### config.mk
export PLATFORM = sky130hd
export DESIGN_NAME = rate_to_log_pitch
export DESIGN_NICKNAME = d
export VERILOG_FILES = /design/src/rtl/core/rtlp_pkg.sv /design/src/rtl/core/rtlp_lead.sv /design/src/rtl/core/rate_to_log_pitch.sv
export SDC_FILE = /design/constraint.sdc
export NUM_CORES = 1
export LEC_CHECK = 0
export BUFFER_PORTS_ARGS = -buffer_cell sky130_fd_sc_hd__buf_2
export CAP_MARGIN = 20
export CELL_PAD_IN_SITES_DETAIL_PLACEMENT = 1
export CELL_PAD_IN_SITES_GLOBAL_PLACEMENT = 2
export CORE_MARGIN = 5
export CORE_UTILIZATION = 42
export CTS_CLUSTER_DIAMETER = 50
export DETAILED_ROUTE_END_ITERATION = 6
export HOLD_SLACK_MARGIN = 0.1
export PLACE_DENSITY_LB_ADDON = 0.1
export SYNTH_ARGS = -nofsm -noshare
export SYNTH_HDL_FRONTEND = slang
export SYNTH_SLANG_ARGS = --single-unit
### constraint.sdc
create_clock -name clk -period 8.8 [get_ports clk]
set_input_delay 1.32 -clock clk [delete_from_list [all_inputs] [get_ports clk]]
set_output_delay 1.32 -clock clk [all_outputs]
set_load 0.05 [all_outputs]
### src/rtl/core/rtlp_pkg.sv
// Package for the rate to log pitch converter.
// Holds the scale and field constants, the magnitude and slope ROMs and
// the leading-one struct. No dependencies.
`timescale 1ns / 1ps
`default_nettype none

package rtlp_pkg;

  localparam int RateW  = 18;
  localparam int ProdW  = 32;
  localparam int PosW   = 5;
  localparam int IdxW   = 7;
  localparam int MagW   = 20;
  localparam int SlopeW = 7;
  localparam int FracW  = 7;
  localparam int TermW  = IdxW + SlopeW;
  localparam int ExpW   = ProdW - 20;

  localparam logic [13:0] SCALE_K   = 14'd11185;
  localparam logic [ExpW-1:0] EXP_BIAS = ExpW'(15);
  localparam int IdxShift  = 24;
  localparam int FracShift = 17;

  typedef struct packed {
    logic            found;
    logic [PosW-1:0] pos;
  } lead_t;

  localparam logic [MagW-1:0] MAG_ROM [0:127] = '{
    20'h00000, 20'h02dfc, 20'h05b9e, 20'h088e6, 20'h0b5d6, 20'h0e26f, 20'h10eb3, 20'h13aa2,
    20'h1663f, 20'h1918a, 20'h1bc84, 20'h1e72e, 20'h2118b, 20'h23b9a, 20'h2655d, 20'h28ed5,
    20'h2b803, 20'h2e0e8, 20'h30985, 20'h331db, 20'h359eb, 20'h381b6, 20'h3a93d, 20'h3d081,
    20'h3f782, 20'h41e42, 20'h444c1, 20'h46b01, 20'h49101, 20'h4b6c4, 20'h4dc49, 20'h50191,
    20'h5269e, 20'h54b6f, 20'h57006, 20'h59463, 20'h5b888, 20'h5dc74, 20'h60029, 20'h623a7,
    20'h646ee, 20'h66a00, 20'h68cdd, 20'h6af86, 20'h6d1fa, 20'h6f43c, 20'h7164b, 20'h73829,
    20'h759d4, 20'h77b4f, 20'h79c9a, 20'h7bdb5, 20'h7dea1, 20'h7ff5e, 20'h81fed, 20'h8404e,
    20'h86082, 20'h88089, 20'h8a064, 20'h8c014, 20'h8df98, 20'h8fef1, 20'h91e20, 20'h93d26,
    20'h95c01, 20'h97ab4, 20'h9993e, 20'h9b79f, 20'h9d5d9, 20'h9f3ec, 20'ha11d8, 20'ha2f9d,
    20'ha4d3c, 20'ha6ab5, 20'ha8808, 20'haa537, 20'hac241, 20'hadf26, 20'hafbe7, 20'hb1885,
    20'hb3500, 20'hb5157, 20'hb6d8c, 20'hb899f, 20'hba58f, 20'hbc15e, 20'hbdd0c, 20'hbf899,
    20'hc1404, 20'hc2f50, 20'hc4a7b, 20'hc6587, 20'hc8073, 20'hc9b3f, 20'hcb5ed, 20'hcd07c,
    20'hceaec, 20'hd053f, 20'hd1f73, 20'hd398a, 20'hd5384, 20'hd6d60, 20'hd8720, 20'hda0c3,
    20'hdba4a, 20'hdd3b4, 20'hded03, 20'he0636, 20'he1f4e, 20'he384a, 20'he512c, 20'he69f3,
    20'he829f, 20'he9b31, 20'heb3a9, 20'hecc08, 20'hee44c, 20'hefc78, 20'hf148a, 20'hf2c83,
    20'hf4463, 20'hf5c2a, 20'hf73da, 20'hf8b71, 20'hfa2f0, 20'hfba57, 20'hfd1a7, 20'hfe8df
  };

  localparam logic [SlopeW-1:0] SLOPE_ROM [0:127] = '{
    7'h5c, 7'h5c, 7'h5b, 7'h5a, 7'h5a, 7'h59, 7'h58, 7'h58,
    7'h57, 7'h56, 7'h56, 7'h55, 7'h55, 7'h54, 7'h53, 7'h53,
    7'h52, 7'h52, 7'h51, 7'h51, 7'h50, 7'h50, 7'h4f, 7'h4f,
    7'h4e, 7'h4d, 7'h4d, 7'h4d, 7'h4c, 7'h4c, 7'h4b, 7'h4b,
    7'h4a, 7'h4a, 7'h49, 7'h49, 7'h48, 7'h48, 7'h47, 7'h47,
    7'h47, 7'h46, 7'h46, 7'h45, 7'h45, 7'h45, 7'h44, 7'h44,
    7'h43, 7'h43, 7'h43, 7'h42, 7'h42, 7'h42, 7'h41, 7'h41,
    7'h41, 7'h40, 7'h40, 7'h40, 7'h3f, 7'h3f, 7'h3f, 7'h3e,
    7'h3e, 7'h3e, 7'h3d, 7'h3d, 7'h3d, 7'h3c, 7'h3c, 7'h3c,
    7'h3b, 7'h3b, 7'h3b, 7'h3b, 7'h3a, 7'h3a, 7'h3a, 7'h39,
    7'h39, 7'h39, 7'h39, 7'h38, 7'h38, 7'h38, 7'h38, 7'h37,
    7'h37, 7'h37, 7'h37, 7'h36, 7'h36, 7'h36, 7'h36, 7'h35,
    7'h35, 7'h35, 7'h35, 7'h34, 7'h34, 7'h34, 7'h34, 7'h34,
    7'h33, 7'h33, 7'h33, 7'h33, 7'h32, 7'h32, 7'h32, 7'h32,
    7'h32, 7'h31, 7'h31, 7'h31, 7'h31, 7'h31, 7'h30, 7'h30,
    7'h30, 7'h30, 7'h30, 7'h2f, 7'h2f, 7'h2f, 7'h2f, 7'h2f
  };

endpackage

`default_nettype wire

### src/rtl/core/rtlp_lead.sv
// Leading-one encoder for the scaled rate product.
// Searches bits 31 down to 1; uses rtlp_pkg.
`timescale 1ns / 1ps
`default_nettype none

module rtlp_lead
  import rtlp_pkg::*;
(
  input  wire logic [ProdW-1:0] prod,
  output lead_t                 lead
);

  always_comb begin
    lead = '0;
    // Ascending scan: the highest set bit wins. Bit 0 is ignored on purpose.
    for (int i = 1; i < ProdW; i++) begin
      if (prod[i]) begin
        lead.found = 1'b1;
        lead.pos   = PosW'(i);
      end
    end
  end

endmodule

`default_nettype wire

### src/rtl/core/rate_to_log_pitch.sv
// Rate to log pitch converter: five-stage pipeline (scale multiply,
// leading-one search, normalize shift, ROM lookup with slope multiply, sum).
// Throughput is one transaction per cycle while pitch_stall is low; under a
// stall a full stage waits until the stage after it is empty or moving, so
// bubbles close up.
// rst clears only the stage valid bits; the data registers are not reset.
`timescale 1ns / 1ps
`default_nettype none

module rate_to_log_pitch
  import rtlp_pkg::*;
(
  input  wire logic             clk,
  input  wire logic             rst,
  input  wire logic             rate_valid,
  output logic                  rate_stall,
  input  wire logic [RateW-1:0] rate,
  output logic                  pitch_valid,
  input  wire logic             pitch_stall,
  output logic [ProdW-1:0]      pitch
);

  logic v1, v2, v3, v4, v5;
  logic rdy1, rdy2, rdy3, rdy4, rdy5;

  logic [ProdW-1:0]  s1_prod;
  logic [ProdW-1:0]  s2_prod;
  lead_t             s2_lead;
  lead_t             lead;
  logic              s3_found;
  logic [ExpW-1:0]   s3_exp;
  logic [IdxW-1:0]   s3_idx;
  logic [FracW-1:0]  s3_frac;
  logic              s4_found;
  logic [ExpW-1:0]   s4_exp;
  logic [MagW-1:0]   s4_mag;
  logic [TermW-1:0]  s4_term;
  logic [ProdW-1:0]  norm;

  // Each stage loads when it is empty or the next stage moves on.
  assign rdy5 = !v5 || !pitch_stall;
  assign rdy4 = !v4 || rdy5;
  assign rdy3 = !v3 || rdy4;
  assign rdy2 = !v2 || rdy3;
  assign rdy1 = !v1 || rdy2;
  assign rate_stall  = !rdy1;
  assign pitch_valid = v5;

  always_ff @(posedge clk) begin
    if (rst) begin
      v1 <= 1'b0;
      v2 <= 1'b0;
      v3 <= 1'b0;
      v4 <= 1'b0;
      v5 <= 1'b0;
    end else begin
      if (rdy1) v1 <= rate_valid;
      if (rdy2) v2 <= v1;
      if (rdy3) v3 <= v2;
      if (rdy4) v4 <= v3;
      if (rdy5) v5 <= v4;
    end
  end

  rtlp_lead u_lead (
    .prod (s1_prod),
    .lead (lead)
  );

  assign norm = s2_prod << (PosW'(ProdW - 1) - s2_lead.pos);

  always_ff @(posedge clk) begin
    if (rdy1 && rate_valid) begin
      s1_prod <= ProdW'(rate) * ProdW'(SCALE_K);
    end
    if (rdy2 && v1) begin
      s2_prod <= s1_prod;
      s2_lead <= lead;
    end
    if (rdy3 && v2) begin
      s3_found <= s2_lead.found;
      s3_exp   <= ExpW'(s2_lead.pos) - EXP_BIAS;
      s3_idx   <= norm[IdxShift +: IdxW];
      s3_frac  <= norm[FracShift +: FracW];
    end
    if (rdy4 && v3) begin
      s4_found <= s3_found;
      s4_exp   <= s3_exp;
      s4_mag   <= MAG_ROM[s3_idx];
      s4_term  <= TermW'(s3_frac) * TermW'(SLOPE_ROM[s3_idx]);
    end
    if (rdy5 && v4) begin
      // A product with no set bit above bit zero gives a zero pitch.
      pitch <= s4_found ? ({s4_exp, 20'd0} + ProdW'(s4_mag) + ProdW'(s4_term))
                        : '0;
    end
  end

  a_lead_is_top: assert property (@(posedge clk) disable iff (rst)
    v2 && s2_lead.found |-> (s2_prod >> s2_lead.pos) == ProdW'(1))
    else $error("leading-one position does not match the stored product");

  a_found_flag: assert property (@(posedge clk) disable iff (rst)
    v2 |-> s2_lead.found == (s2_prod[ProdW-1:1] != '0))
    else $error("leading-one found flag disagrees with the product");

  a_hold_under_stall: assert property (@(posedge clk) disable iff (rst)
    v5 && pitch_stall && v4 |=> v4 && $stable(s4_mag) && $stable(s4_term))
    else $error("stage four changed while the output was stalled");

endmodule

`default_nettype wire

==> out/results.txt, run 1 <==
The largest fanout of any net on the critical path was 23; the relative area change from synthesis to final layout was 7.71%. The initial core utilization is 42.7%, and the clock latency at the later pin of the worst-skew pair is 450 ps. For the finished layout, the period the worst path requires is 7400 ps. The number of cells on the worst hold path was 0. Length in cells of the worst reg-to-reg path: 26. The average wire per standard cell is 24.3 microns.

The H-tree generated during clock tree synthesis spans 4 levels. The final layout contains routed wiring with a total length of 58.8 mm. The largest stage delay on the critical path was 880 ps; the post-route DRC violation count was 0.

Across the run, the number of max-cap violations was 0. The global-route wire length before repair is 90.8 mm, and the fraction of the cycle the final worst path needs is 84.0%. Once detailed placement completed, the half-perimeter wirelength came to 46.4 mm.

At the end of the flow, the number of nets in the layout was 2200. Setup repair after global routing left no endpoint under its margin. The post-route netlist has 8.62% of its cells at a drive strength greater than 1. In this run, the number of DRC markers left after iteration 0 of detailed routing was 1183. Port buffering added 55 buffers. The clock drives 168 sinks. The number of antenna diodes in the final layout is 0. For the final database, setup skew stands at 15.1 ps. STA classifies the critical path startpoint as a flip-flop.

The worst pin sits at a relative slew slack of 30.9%. The number of distinct standard cells referenced by the synthesized netlist was 71. Number of synthesized flops with an enable pin: 163. For the quantity of gates resized following cts, the log shows 0. The tree is rooted in a sky130_fd_sc_hd__clkbuf_16.

The post-synth net total is 2201. The slowest stage of the critical path belongs to the cell sky130_fd_sc_hd__edfxtp_1. After synthesis the netlist holds a flip-flop and latch count of 168. The run gives 2390 as the instance count after placement with tap cells included. The hold violation total from the final report is 0, and the post-synthesis average cell area is 9.32 sq um. The remaining antenna violation count was 0; the via count of the first global-routing pass was 15300.

The clock transition at the register clock pins on the worst setup and hold paths after CTS came out at 70 ps. The async set or reset register ratio after synthesis was 0%; the sequential fraction of the synthesis area was 28.5%. The vertical extent of the die was 214 microns. The tools report the count of TritonRoute iterations in the first routing pass as 5.

The number of antenna violations at the first check in global routing is 0. The most used flip-flop cell after synthesis is sky130_fd_sc_hd__edfxtp_1. The run gives 1400 ps as the final worst setup slack. During I/O placement, the number of pins put on the boundary was 56.

The leakage power summed over all cells was 8.11 nW; the number of cells produced by synthesis was 1879. During synthesis, Yosys emitted a total of 0 warnings. The total track usage was 25.2%. The run gives 94 as the pin count of the biggest net entering global routing.

In this run the power density over the cells is 324 nW/um^2. The total number of vias was 14400. Based on the critical path, the design can be clocked at up to 135 MHz. Clock tree synthesis inserted a total of 17 buffers.

The die covers 45900 sq um. The global-route congestion overflow total was 0. At the end of routability-driven placement, the weighted congestion stood at 0.941. The tools report the final max-slew violation count as 0. The post-CTS setup repair buffer count was 0. The ratio of routed vias to standard cells works out to 5.96.

The worst hold path belongs to the class flip-flop to flip-flop. Setup violations remaining at the end of the flow were counted as 0. Kind of critical path: flip-flop to flip-flop. For the pin with the worst max-slew slack, the measured transition is 1030 ps. The floorplan has 74 rows.

Maximum root-to-sink buffer count: 2. Across the VDD grid, the largest voltage drop is 0.000188 V. Worst slack at placement: 1560 ps.

The synthesized netlist occupies a cell area of 17500 sq um. The critical path endpoint category is a flip-flop. The number of buffers added to fix hold violations after cts is 0, and the die outline width is 214 microns. For the final standard cell count with taps included and fillers excluded, the log shows 2422. The run gives 41000 sq um as the placeable core area.

TritonCTS built the clock tree. In the final timing run, aggregate negative setup slack is 0 ps. The logs give 7600 ps for the data arrival time of the critical path and 9000 ps for the endpoint required time on the critical path. The flow ran to the end, and the final reports show no timing, DRC or antenna violations.
## state kept, by name (all words and copies together), names as in the netlist, 6 cells and up
register	cells
pitch	32
s1_prod	32
s2_prod	31
s4_mag	20
s4_term	14
s3_frac	7
s3_idx	7
s2_lead	6
s3_exp	6
s4_exp	6
## through the flow
| step | instance area, sq um | total power, mW | hold WS (ps) | utilization (%) |
|---|---|---|---|---|
| 2_1_floorplan | 17500 | 4.34 | 400 | - |
| 3_3_place_gp | 18300 | 5.33 | 402 | 44.6 |
| 3_5_place_dp | 18300 | 5.42 | 405 | 44.6 |
| 4_1_cts | 18800 | 6.20 | 422 | 45.9 |
| 5_1_grt | 18900 | 6.67 | 432 | 46.0 |
| 6_report | 18900 | 6.11 | 420 | 46.0 |
## kinds of logic (layout without fill, tap and decap cells)
family                     Yosys count  in the layout  share of synthesized area [%]
and+or+nand+nor                    497            497                           13.1
AOI/OAI and AO/OA                  476            476                           17.2
buffers and inverters              327            338                           7.18
adders and majority gates          300            300                           26.2
DFF                                168            168                           28.5
muxes                               68             68                           5.73
xor gates and xnor gates            43             43                           2.15
## placed cells by master (no fill, tap or decap), types with 7 or more instances in the layout
master / instances
sky130_fd_sc_hd__buf_4: 26
sky130_fd_sc_hd__o211ai_1: 22
sky130_fd_sc_hd__mux2i_1: 35
sky130_fd_sc_hd__fa_1: 110
sky130_fd_sc_hd__edfxtp_1: 163
sky130_fd_sc_hd__clkbuf_16: 17
sky130_fd_sc_hd__xnor2_1: 30
sky130_fd_sc_hd__inv_1: 223
sky130_fd_sc_hd__nor2b_1: 15
sky130_fd_sc_hd__and3_1: 14
sky130_fd_sc_hd__buf_2: 55
sky130_fd_sc_hd__nor2_1: 136
sky130_fd_sc_hd__nand2b_1: 20
sky130_fd_sc_hd__nor3_1: 39
sky130_fd_sc_hd__mux2_2: 8
sky130_fd_sc_hd__and2_1: 29
sky130_fd_sc_hd__o21bai_1: 11
sky130_fd_sc_hd__o22ai_1: 10
sky130_fd_sc_hd__nor3b_1: 7
sky130_fd_sc_hd__o21ai_0: 109
sky130_fd_sc_hd__a31oi_1: 19
sky130_fd_sc_hd__o31ai_1: 13
sky130_fd_sc_hd__nand2_1: 159
sky130_fd_sc_hd__a21oi_1: 152
sky130_fd_sc_hd__nor4_1: 9
sky130_fd_sc_hd__o311ai_0: 13
sky130_fd_sc_hd__nand3_1: 43
sky130_fd_sc_hd__o21a_1: 12
sky130_fd_sc_hd__a311oi_1: 13
sky130_fd_sc_hd__or3_1: 8
sky130_fd_sc_hd__a21o_1: 16
sky130_fd_sc_hd__ha_1: 190
sky130_fd_sc_hd__xor2_1: 13
sky130_fd_sc_hd__a211oi_1: 22
sky130_fd_sc_hd__mux4_2: 25
## critical path: cells and delay by family, from the launching register on
family	cells	cell delay, ps
buf+inv	4	860
flops	1	880
simple gates	6	1040
compound gates	10	1890
fa+ha+maj	6	2440
## per-layer routing
| metal | global-route usage, % | vias to the layer above | wire (microns) |
|---|---|---|---|
| met2 | 46.9 | 409 | 31000 |
| li1 | - | 6687 | - |
| met3 | 2.77 | 131 | 2420 |
| met5 | 0 | - | 0 |
| met1 | 29.6 | 7203 | 22800 |
| met4 | 10.5 | 0 | 2500 |
## synthesized netlist by cell type (7+ instances only)
master                     instances  area (sq um)
sky130_fd_sc_hd__a21oi_1         152           761
sky130_fd_sc_hd__buf_1            19          71.3
sky130_fd_sc_hd__a211oi_1         22           165
sky130_fd_sc_hd__mux2i_1          35           350
sky130_fd_sc_hd__nand2_1         159           597
sky130_fd_sc_hd__edfxtp_1        163          4890
sky130_fd_sc_hd__nor3_1           39           195
sky130_fd_sc_hd__xor2_1           13           114
sky130_fd_sc_hd__inv_1           223           837
sky130_fd_sc_hd__a31oi_1          20           125
sky130_fd_sc_hd__o311ai_0         13           114
sky130_fd_sc_hd__o22ai_1          10          62.6
sky130_fd_sc_hd__buf_2            21           105
sky130_fd_sc_hd__nor3b_1           7          52.6
sky130_fd_sc_hd__o21bai_1         11          82.6
sky130_fd_sc_hd__nor2_1          137           514
sky130_fd_sc_hd__or3_1             8          50.1
sky130_fd_sc_hd__nand3_1          43           215
sky130_fd_sc_hd__clkbuf_1         61           229
sky130_fd_sc_hd__xnor2_1          30           263
sky130_fd_sc_hd__nor4_1            9          56.3
sky130_fd_sc_hd__mux4_2           25           563
sky130_fd_sc_hd__o211ai_1         22           165
sky130_fd_sc_hd__and2_1           29           181
sky130_fd_sc_hd__o31ai_1          13          97.6
sky130_fd_sc_hd__ha_1            190          2380
sky130_fd_sc_hd__nor2b_1          16           100
sky130_fd_sc_hd__mux2_2            8          90.1
sky130_fd_sc_hd__o21a_1           12          90.1
sky130_fd_sc_hd__a21o_1           16           120
sky130_fd_sc_hd__a311oi_1         13           114
sky130_fd_sc_hd__nand2b_1         20           125
sky130_fd_sc_hd__o21ai_0         109           546
sky130_fd_sc_hd__fa_1            110          2200
sky130_fd_sc_hd__and3_1           14          87.6
## worst paths after layout
path,end,from,slack [ps]
max,s4_term[12]$_DFFE_PP_,s3_idx[0]$_DFFE_PP_,1400
max reg2reg,s4_term[12]$_DFFE_PP_,s3_idx[0]$_DFFE_PP_,1400
min,s4_exp[4]$_DFFE_PP_,s3_exp[4]$_DFFE_PP_,420
min reg2reg,s4_exp[4]$_DFFE_PP_,s3_exp[4]$_DFFE_PP_,420
## layout make-up
type,count,area [sq um]
flip-flops and latches,168,4990
clock buffers,17,425
well taps,532,666
multi-input cells,1384,11300
inverters,225,845
clock inverters,14,141
fillers,4707,22200
repair buffers,82,490
## power breakdown
| part | switching, mW | internal [mW] |
|---|---|---|
| sequential | 0.133 | 1.24 |
| combinational | 2.31 | 1.69 |
| clock | 0.347 | 0.396 |
| total | 2.79 | 3.32 |
Power figures use the tool's default switching activity.
==> run 2: changes to the inputs <==
- ABC_AREA: default -> 1
- CORE_UTILIZATION: 42 -> 36
- clock period: 8.8 -> 6.54 ns (I/O delays scaled with it)
==> run 2 against run 1 <==
- setup slack got worse by 870 ps
- routed wire length rose by 4.0%
- worst hold slack improved by 4.7 ps
- critical path depth rose by 7
- cell count rose by 12%
- die area rose by 11%
- register-to-register slack got worse by 870 ps
- via count rose by 1.2%
- combinational power rose by 8.3%
- maximum frequency rose by 23%
- synthesized area fell by 4.3%
==> out/results.txt, run 2 <==
The run finished with clean final reports. Of the post-synthesis cell area, the dominant cell type holds 29.2%. The run gives 14600 as the total number of vias. The post-synthesis register bit count came out at 168. The critical path endpoint category is a flip-flop. For the worst clock skew, the log shows 17.5 ps. Setup repair after global routing left no endpoint under its margin.

In the final layout, the share of cells above drive strength 1 is 9.13%. The final max-slew violation count came out at 0. On the critical path the largest part of the delay comes from adder cells. The logs give 0 for the final setup violation count and 8.78 nW for the leakage power summed over all cells. Global routing used 24.2% of the available tracks across all layers. Counting both buffers and inverters, the worst setup path holds a total of 8. After synthesis, the share of flip-flops with an asynchronous set or reset is 0%. Length in cells of the worst reg-to-reg path: 33.

Total wire length: 61.1 mm. Clock-pin slew was measured on the worst setup and hold paths at 80 ps. The post-synthesis average cell area works out to 8.35 sq um. The standard cell with the maximum stage delay on the critical path was sky130_fd_sc_hd__fa_1. The die is 226 microns tall.

56 I/O pins were placed. At the later pin of the worst-skew pair, clock insertion delay measures 480 ps. For the via count of the first global-routing pass, the log shows 15600.

The final layout net count came out at 2412. In this design, the stage delay of the slowest critical-path cell is 500 ps. TritonCTS built the clock tree. The most used flip-flop cell after synthesis is sky130_fd_sc_hd__edfxtp_1.

In this run the number of cells on the critical path is 33. In this run the deepest clock path goes through 2 buffers. The tools report the element type at the critical path start as a flip-flop. The relative contribution of combinational cells to total power was 61.1%.

Hold repair after CTS inserted 0 buffers. The library cell with the largest summed area after synthesis was sky130_fd_sc_hd__edfxtp_1. Registers take 4990 sq um. At the end of routability-driven placement, the weighted congestion stood at 0.936.

IR analysis of the VDD net gives a maximum drop of 0.000246 V. For the area of the multi-input gates, the log shows 10200 sq um. For this run the aggregate overflow at the end of global routing stands at 0. The tools report the worst slack at placement as 51.1 ps. In this run the worst path has a maximum fanout of 11.

After detailed routing, the average wire length per cell comes to 22.5 microns. The headroom to the max-slew limit came out at 42.3%. The ratio of routed vias to standard cells is 5.39.

The filler cells instantiated in the layout total 5527. The HPWL after detailed placement is 50.3 mm. Ranked by instance count, the synthesized netlist is headed by sky130_fd_sc_hd__inv_1, sky130_fd_sc_hd__nand2_1, sky130_fd_sc_hd__ha_1.

The total number of placement rows was 79; the power per standard cell area was 377 nW/um^2. In this run, the number of DRC markers left after iteration 0 of detailed routing was 902. Counting I/O delays and the setup requirement, the final critical path takes 6010 ps. The top cell types in the final layout, fill and taps aside, are sky130_fd_sc_hd__inv_1, sky130_fd_sc_hd__nand2_1, sky130_fd_sc_hd__ha_1, sky130_fd_sc_hd__nor2_1, sky130_fd_sc_hd__edfxtp_1. The worst hold path passes through 0 cells. The run gives 168 as the number of clock sinks seen by CTS. After synthesis, the netlist uses 55 different library cells. The fraction of the cycle the final worst path needs came out at 91.9%. Most frequent cell after synthesis: sky130_fd_sc_hd__inv_1.

For this run, the top clock speed supported by timing is 166 MHz. The count of TritonRoute iterations in the first routing pass is 6, and the remaining antenna violation count is 0. The run gives 531 ps as the final worst setup slack.

The worst setup path is of the flip-flop to flip-flop kind. The die covers 50900 sq um. Across the run, the number of max-cap violations was 0.

The hold violation total from the final report was 0. The run gives 3.78 mW as the cell internal power dissipation. The cell area that synthesis handed to floorplanning was 16800 sq um. For this configuration, the core starts out at a cell density of 36.2%. The final instance area was 18800 sq um; the quantity of gates resized following cts was 0. The Yosys step of the flow raised 0 warnings. Of the total power, the clock network draws 14.6%. Power comes to 7.07 mW. The pin count of the biggest net entering global routing was 42.

In the final layout, the registers with the most flip-flops are pitch x32, s1_prod x32, s2_prod x31. Post-route DRC violation count: 0. The library cell used most frequently in the layout, excluding fill and tap cells, is sky130_fd_sc_hd__inv_1.

For the worst setup path, the data required time is 6770 ps. In this run, synthesis inferred 163 flip-flops with an integrated enable. After synthesis, the cell types taking the most area are sky130_fd_sc_hd__edfxtp_1, sky130_fd_sc_hd__ha_1, sky130_fd_sc_hd__fa_1. The tools report the sequential fraction of the synthesis area as 29.8%. Number of antenna violations at the first check in global routing: 0.

Compared with the post-synthesis result, the final layout area differs by 12.1%. Type of the worst min-delay path: flip-flop to flip-flop. The number of diodes is 0.

The tools report the clock root buffer as sky130_fd_sc_hd__clkbuf_16. The placeable core area was 46300 sq um; the post-CTS setup repair buffer count was 0. The first global-routing pass estimated 93.2 mm of wire. The fraction of power consumed by sequential logic came out at 24.3%. The switching power share of the total is 46.5%. The cell area after placement was 18100 sq um.

The data arrival time of the critical path is 6240 ps. Most used cell along the critical path: sky130_fd_sc_hd__inv_1. The die outline width is 226 microns.

Synthesis handed over a netlist of 2007 instances. Synthesis produced a netlist with a net count of 2329. Count of port buffers added during placement: 55.

For this design the total switching power over the nets is 3.29 mW. For the pin with the worst max-slew slack, the measured transition is 855 ps. The number of buffers added by the clock tree synthesis step is 17. The tools report the H-tree depth as 4.

In the final timing run, aggregate negative setup slack is 0 ps.
[run 2: final cells by class]
class / instances / share of cell area [%]
Inverter: 366 / 7.32
Clock inverter: 15 / 0.926
Tap cell: 607 / 4.04
Timing Repair Buffer: 128 / 4.69
Clock buffer: 17 / 2.27
Sequential cell: 168 / 26.6
Multi-Input combinational cell: 1409 / 54.2
[run 2: worst paths after layout]
check / startpoint / to / slack (ps)
worst max register to register: s3_idx[1]$_DFFE_PP_ / s4_term[12]$_DFFE_PP_ / 530
worst min register to register: s3_found$_DFFE_PP_ / s4_found$_DFFE_PP_ / 420
worst max-delay path: s3_idx[1]$_DFFE_PP_ / s4_term[12]$_DFFE_PP_ / 530
worst min-delay path: s3_found$_DFFE_PP_ / s4_found$_DFFE_PP_ / 420
[run 2: stage by stage]
stage	instances	hold slack (ps)	util [%]
floorplan	2007	400	-
global placement	2675	401	39.2
detailed placement	2675	406	39.2
CTS	2707	426	40.5
global route	2710	432	40.6
finish	2710	425	40.6
[run 2: power groups by stage]
stage	combinational [mW]	sequential, mW	clock, mW
2_1_floorplan	3.06	1.67	0
3_3_place_gp	4.28	1.75	0
3_5_place_dp	4.37	1.75	0
4_1_cts	4.41	1.73	1.07
5_1_grt	4.97	1.74	1.11
6_report	4.32	1.72	1.04
[run 2: worst register-to-register path, delay by kind of cell (launching register included)]
family,cells,cell delay [ps]
AO/OA/AOI/OAI,8,1120
XOR/XNOR,1,80
AND/OR/NAND/NOR,9,830
buffers and inverters,8,800
adder cells (fa/ha/maj),7,2540
flip-flops,1,390
[run 2: per-layer routing]
metal,GRT usage [%],up-vias,share of wire (%)
li1,-,6875,-
met1,28.5,7253,40
met2,43.9,351,52
met3,3.07,125,3.6
met4,11.1,0,4.3
met5,0,-,0
[run 2: cell families (layout without fill, tap and decap cells)]
family	count (synthesis)	in the layout	synth area share [%]
multiplexers	4	4	0.239
buffers and inverters	430	526	9.64
XOR/XNOR	42	42	2.20
adder cells (fa/ha/maj)	300	300	27.3
flip-flops	168	168	29.8
AND/OR/NAND/NOR	650	650	15.9
AO/OA/AOI/OAI	413	413	14.9
==> run 3: changes to the inputs <==
- REMOVE_ABC_BUFFERS: default -> 1
==> run 3 against run 2 <==
- first-iteration DRC count up 24%
- via count fell by 0.96%
- power down 2.7%
- worst hold slack got worse by 11 ps
- non-clock buffer count decreased by 6
- sequential cell count unchanged
- highest routed layer unchanged
- utilization down 0.21 points
- routed wire length hardly changed
- combinational power decreased by 4%
- setup slack worse by 40 ps
- count of clock-buffer cells in the layout did not move
- largest power group unchanged
- cell count is 0.22% lower
==> out/results.txt, run 3 (synthesized netlist as in run 2, its figures left out) <==
During placement, the flow inserted port buffers numbering 55. Leaving out fill and tap cells, the most frequent cell in the layout is sky130_fd_sc_hd__inv_1. The ratio of routed vias to standard cells works out to 5.35.

The number of diodes was 0; the shortest period the worst path allows was 6050 ps. For this configuration, the core starts out at a cell density of 36.2%. The number of buffers added by the clock tree synthesis step was 17. The tools report the setup TNS as 0 ps.

For the headroom to the max-slew limit, the log shows 29.3%. The path with the worst hold slack has its endpoint at s4_exp[1]$_DFFE_PP_. The final setup violation count came out at 0. The fraction of the cycle the final worst path needs works out to 92.5%. The maximum root-to-sink buffer count came out at 2. Measured along the x axis, the die boundary spans 226 microns. The fraction of power consumed by sequential logic is 24.7%. Largest fanout of any net on the critical path: 6. Derived from the worst setup path, the maximum achievable clock frequency is 165 MHz. The run gives 491 ps as the final worst setup slack. In this run the power density over the cells is 368 nW/um^2. The count of TritonRoute iterations in the first routing pass came out at 5. The tools report the placeable core area as 46300 sq um.

The logs give 0 for the number of maximum-capacitance constraint violations and 79 for the total number of placement rows. The share of cells above drive strength 1 is 8.73%. The run gives 2406 as the final layout net count.

Standard cell with the maximum stage delay on the critical path: sky130_fd_sc_hd__edfxtp_1. The post-route DRC violation count is 0, and the cell internal power dissipation is 3.68 mW. After routing the design area is 18700 sq um. Entering global routing, the biggest net connects 38 pins. The worst hold path begins at s3_exp[1]$_DFFE_PP_. The count of pins on the block boundary is 56. The tightest min-delay check is of the flip-flop to flip-flop type. The die is 226 microns tall. Combinational logic is responsible for 60.3% of the overall power.

The logs give 93.3 mm for the global-route wire length before repair and 2704 for the final standard cell count with taps included and fillers excluded. Clock skew on the completed layout was measured at 23.7 ps. At the worst endpoint, the required time is 6740 ps. The tools report the data arrival time of the critical path as 6250 ps. Compared with the post-synthesis result, the final layout area differs by 11.5%.

The final max-slew violation count came out at 0. Once placement completed, the tool counted placed cells totaling 2672. The top cell types in the final layout, fill and taps aside, are sky130_fd_sc_hd__inv_1, sky130_fd_sc_hd__nand2_1, sky130_fd_sc_hd__ha_1, sky130_fd_sc_hd__nor2_1, sky130_fd_sc_hd__edfxtp_1. The largest stage delay on the critical path works out to 520 ps.

For the final total power, the log shows 6.88 mW. The first routing iteration left 1115 violations. After clock tree synthesis, the clock-pin slew on the worst setup and hold paths is 80 ps.

The logs give 0 for the number of antenna violations at the first check in global routing and 15200 for the via count of the first global-routing pass. The leakage power summed over all cells was 8.74 nW. The worst setup path is captured at a flip-flop. Clock root buffer: sky130_fd_sc_hd__clkbuf_16. Global routing used 24.1% of the available tracks across all layers.

The largest registers in the layout are pitch x32, s1_prod x32, s2_prod x31. OpenSTA, run right after detailed placement, puts the worst setup slack at 110 ps. The length in cells of the worst reg-to-reg path is 33. At the end of routability-driven placement, the weighted congestion stood at 0.976. IR analysis of the VDD net gives a maximum drop of 0.000287 V. The global-route congestion overflow total was 0. The run gives 0 as the number of buffers added to fix hold violations after cts. The worst register-to-register path ends at s4_term[12]$_DFFE_PP_. The logs give 3.20 mW for the net switching power and 14500 for the total number of vias. The worst register-to-register path begins at s3_idx[1]$_DFFE_PP_. The switching power share of the total was 46.5%.

The kind of critical path was flip-flop to flip-flop. The clock network fraction of total power was 15.0%. The number of clock sinks seen by CTS came out at 168.

The flow ran to the end, and the final reports show no timing, DRC or antenna violations. The logs give 0 for the remaining antenna violation count and 61.1 mm for the total wire length. After detailed placement, the total cell area comes to 18100 sq um.

After clock tree synthesis, the repair step resized 0 gates. TritonCTS built the clock tree. In the final routed layout, each cell accounts on average for 22.6 microns. At the pin with the least slew margin, the transition time is 1060 ps.

For the hold violation total from the final report, the log shows 0. Setup repair after global routing left no endpoint under its margin. At the later pin of the worst-skew pair, clock insertion delay measures 470 ps.

The number of cells on the worst hold path came out at 0. Among the stages of the critical path, the cell type that occurs most often is sky130_fd_sc_hd__inv_1. The H-tree was split into 4 levels. The run gives 50900 sq um as the floorplan die area. Post-CTS timing repair inserted 0 buffers for setup. On the final layout, the worst hold slack is 414 ps. STA classifies the critical path startpoint as a flip-flop. The sum of net half-perimeters after detailed placement was 50.3 mm; the slack of the worst reg-to-reg path was 490 ps. The run gives 40.4% as the fraction of the core area covered by cells at the end of the flow.
[run 3: cell types whose count changed in the layout (fill, tap and decap cells not counted), sizes merged]
cell,delta
buf,-6
inv,+2
clkinvlp,-2
[run 3: worst max-delay path by stage]
stage	startpoint	end	slack [ps]
finish	s3_idx[1]$_DFFE_PP_	s4_term[12]$_DFFE_PP_	490
global route	s3_idx[1]$_DFFE_PP_	s4_term[12]$_DFFE_PP_	50
CTS	s3_idx[1]$_DFFE_PP_	s4_term[12]$_DFFE_PP_	370
detailed placement	rate[11]	s1_prod[31]$_DFFE_PP_	110
global placement	rate[7]	s1_prod[31]$_DFFE_PP_	160
floorplan	s3_idx[4]$_DFFE_PP_	s4_term[12]$_DFFE_PP_	250
[run 3: area by class of cell]
cell class / instances / area (sq um)
clock buffers: 17 / 425
clock inverters: 15 / 166
fillers: 5532 / 27600
inverters: 366 / 1370
multi-input cells: 1409 / 10200
flip-flops and latches: 168 / 4990
well taps: 607 / 759
repair buffers: 122 / 795
[run 3: critical path, delay by kind of cell, from the launching register on]
family	cells	cell delay, ps
fa+ha+maj	6	2260
buf+inv	8	590
simple gates	10	1090
flops	1	520
xor+xnor	1	80
compound gates	8	1220
[run 3: power groups by stage]
stage	combinational, mW	sequential, mW	clock [mW]
after floorplan	3.02	1.70	0
after global placement	4.12	1.72	0
after detailed placement	4.18	1.73	0
after CTS	4.22	1.70	1.06
after global routing	4.75	1.72	1.10
final	4.15	1.70	1.03
[run 3: routing by layer]
| metal | track usage [%] | part of all wire [%] |
|---|---|---|
| met3 | 5.02 | 6.5 |
| met4 | 5.53 | 1.9 |
| met1 | 34.4 | 47 |
| met5 | 0 | 0 |
| met2 | 37.9 | 45 |
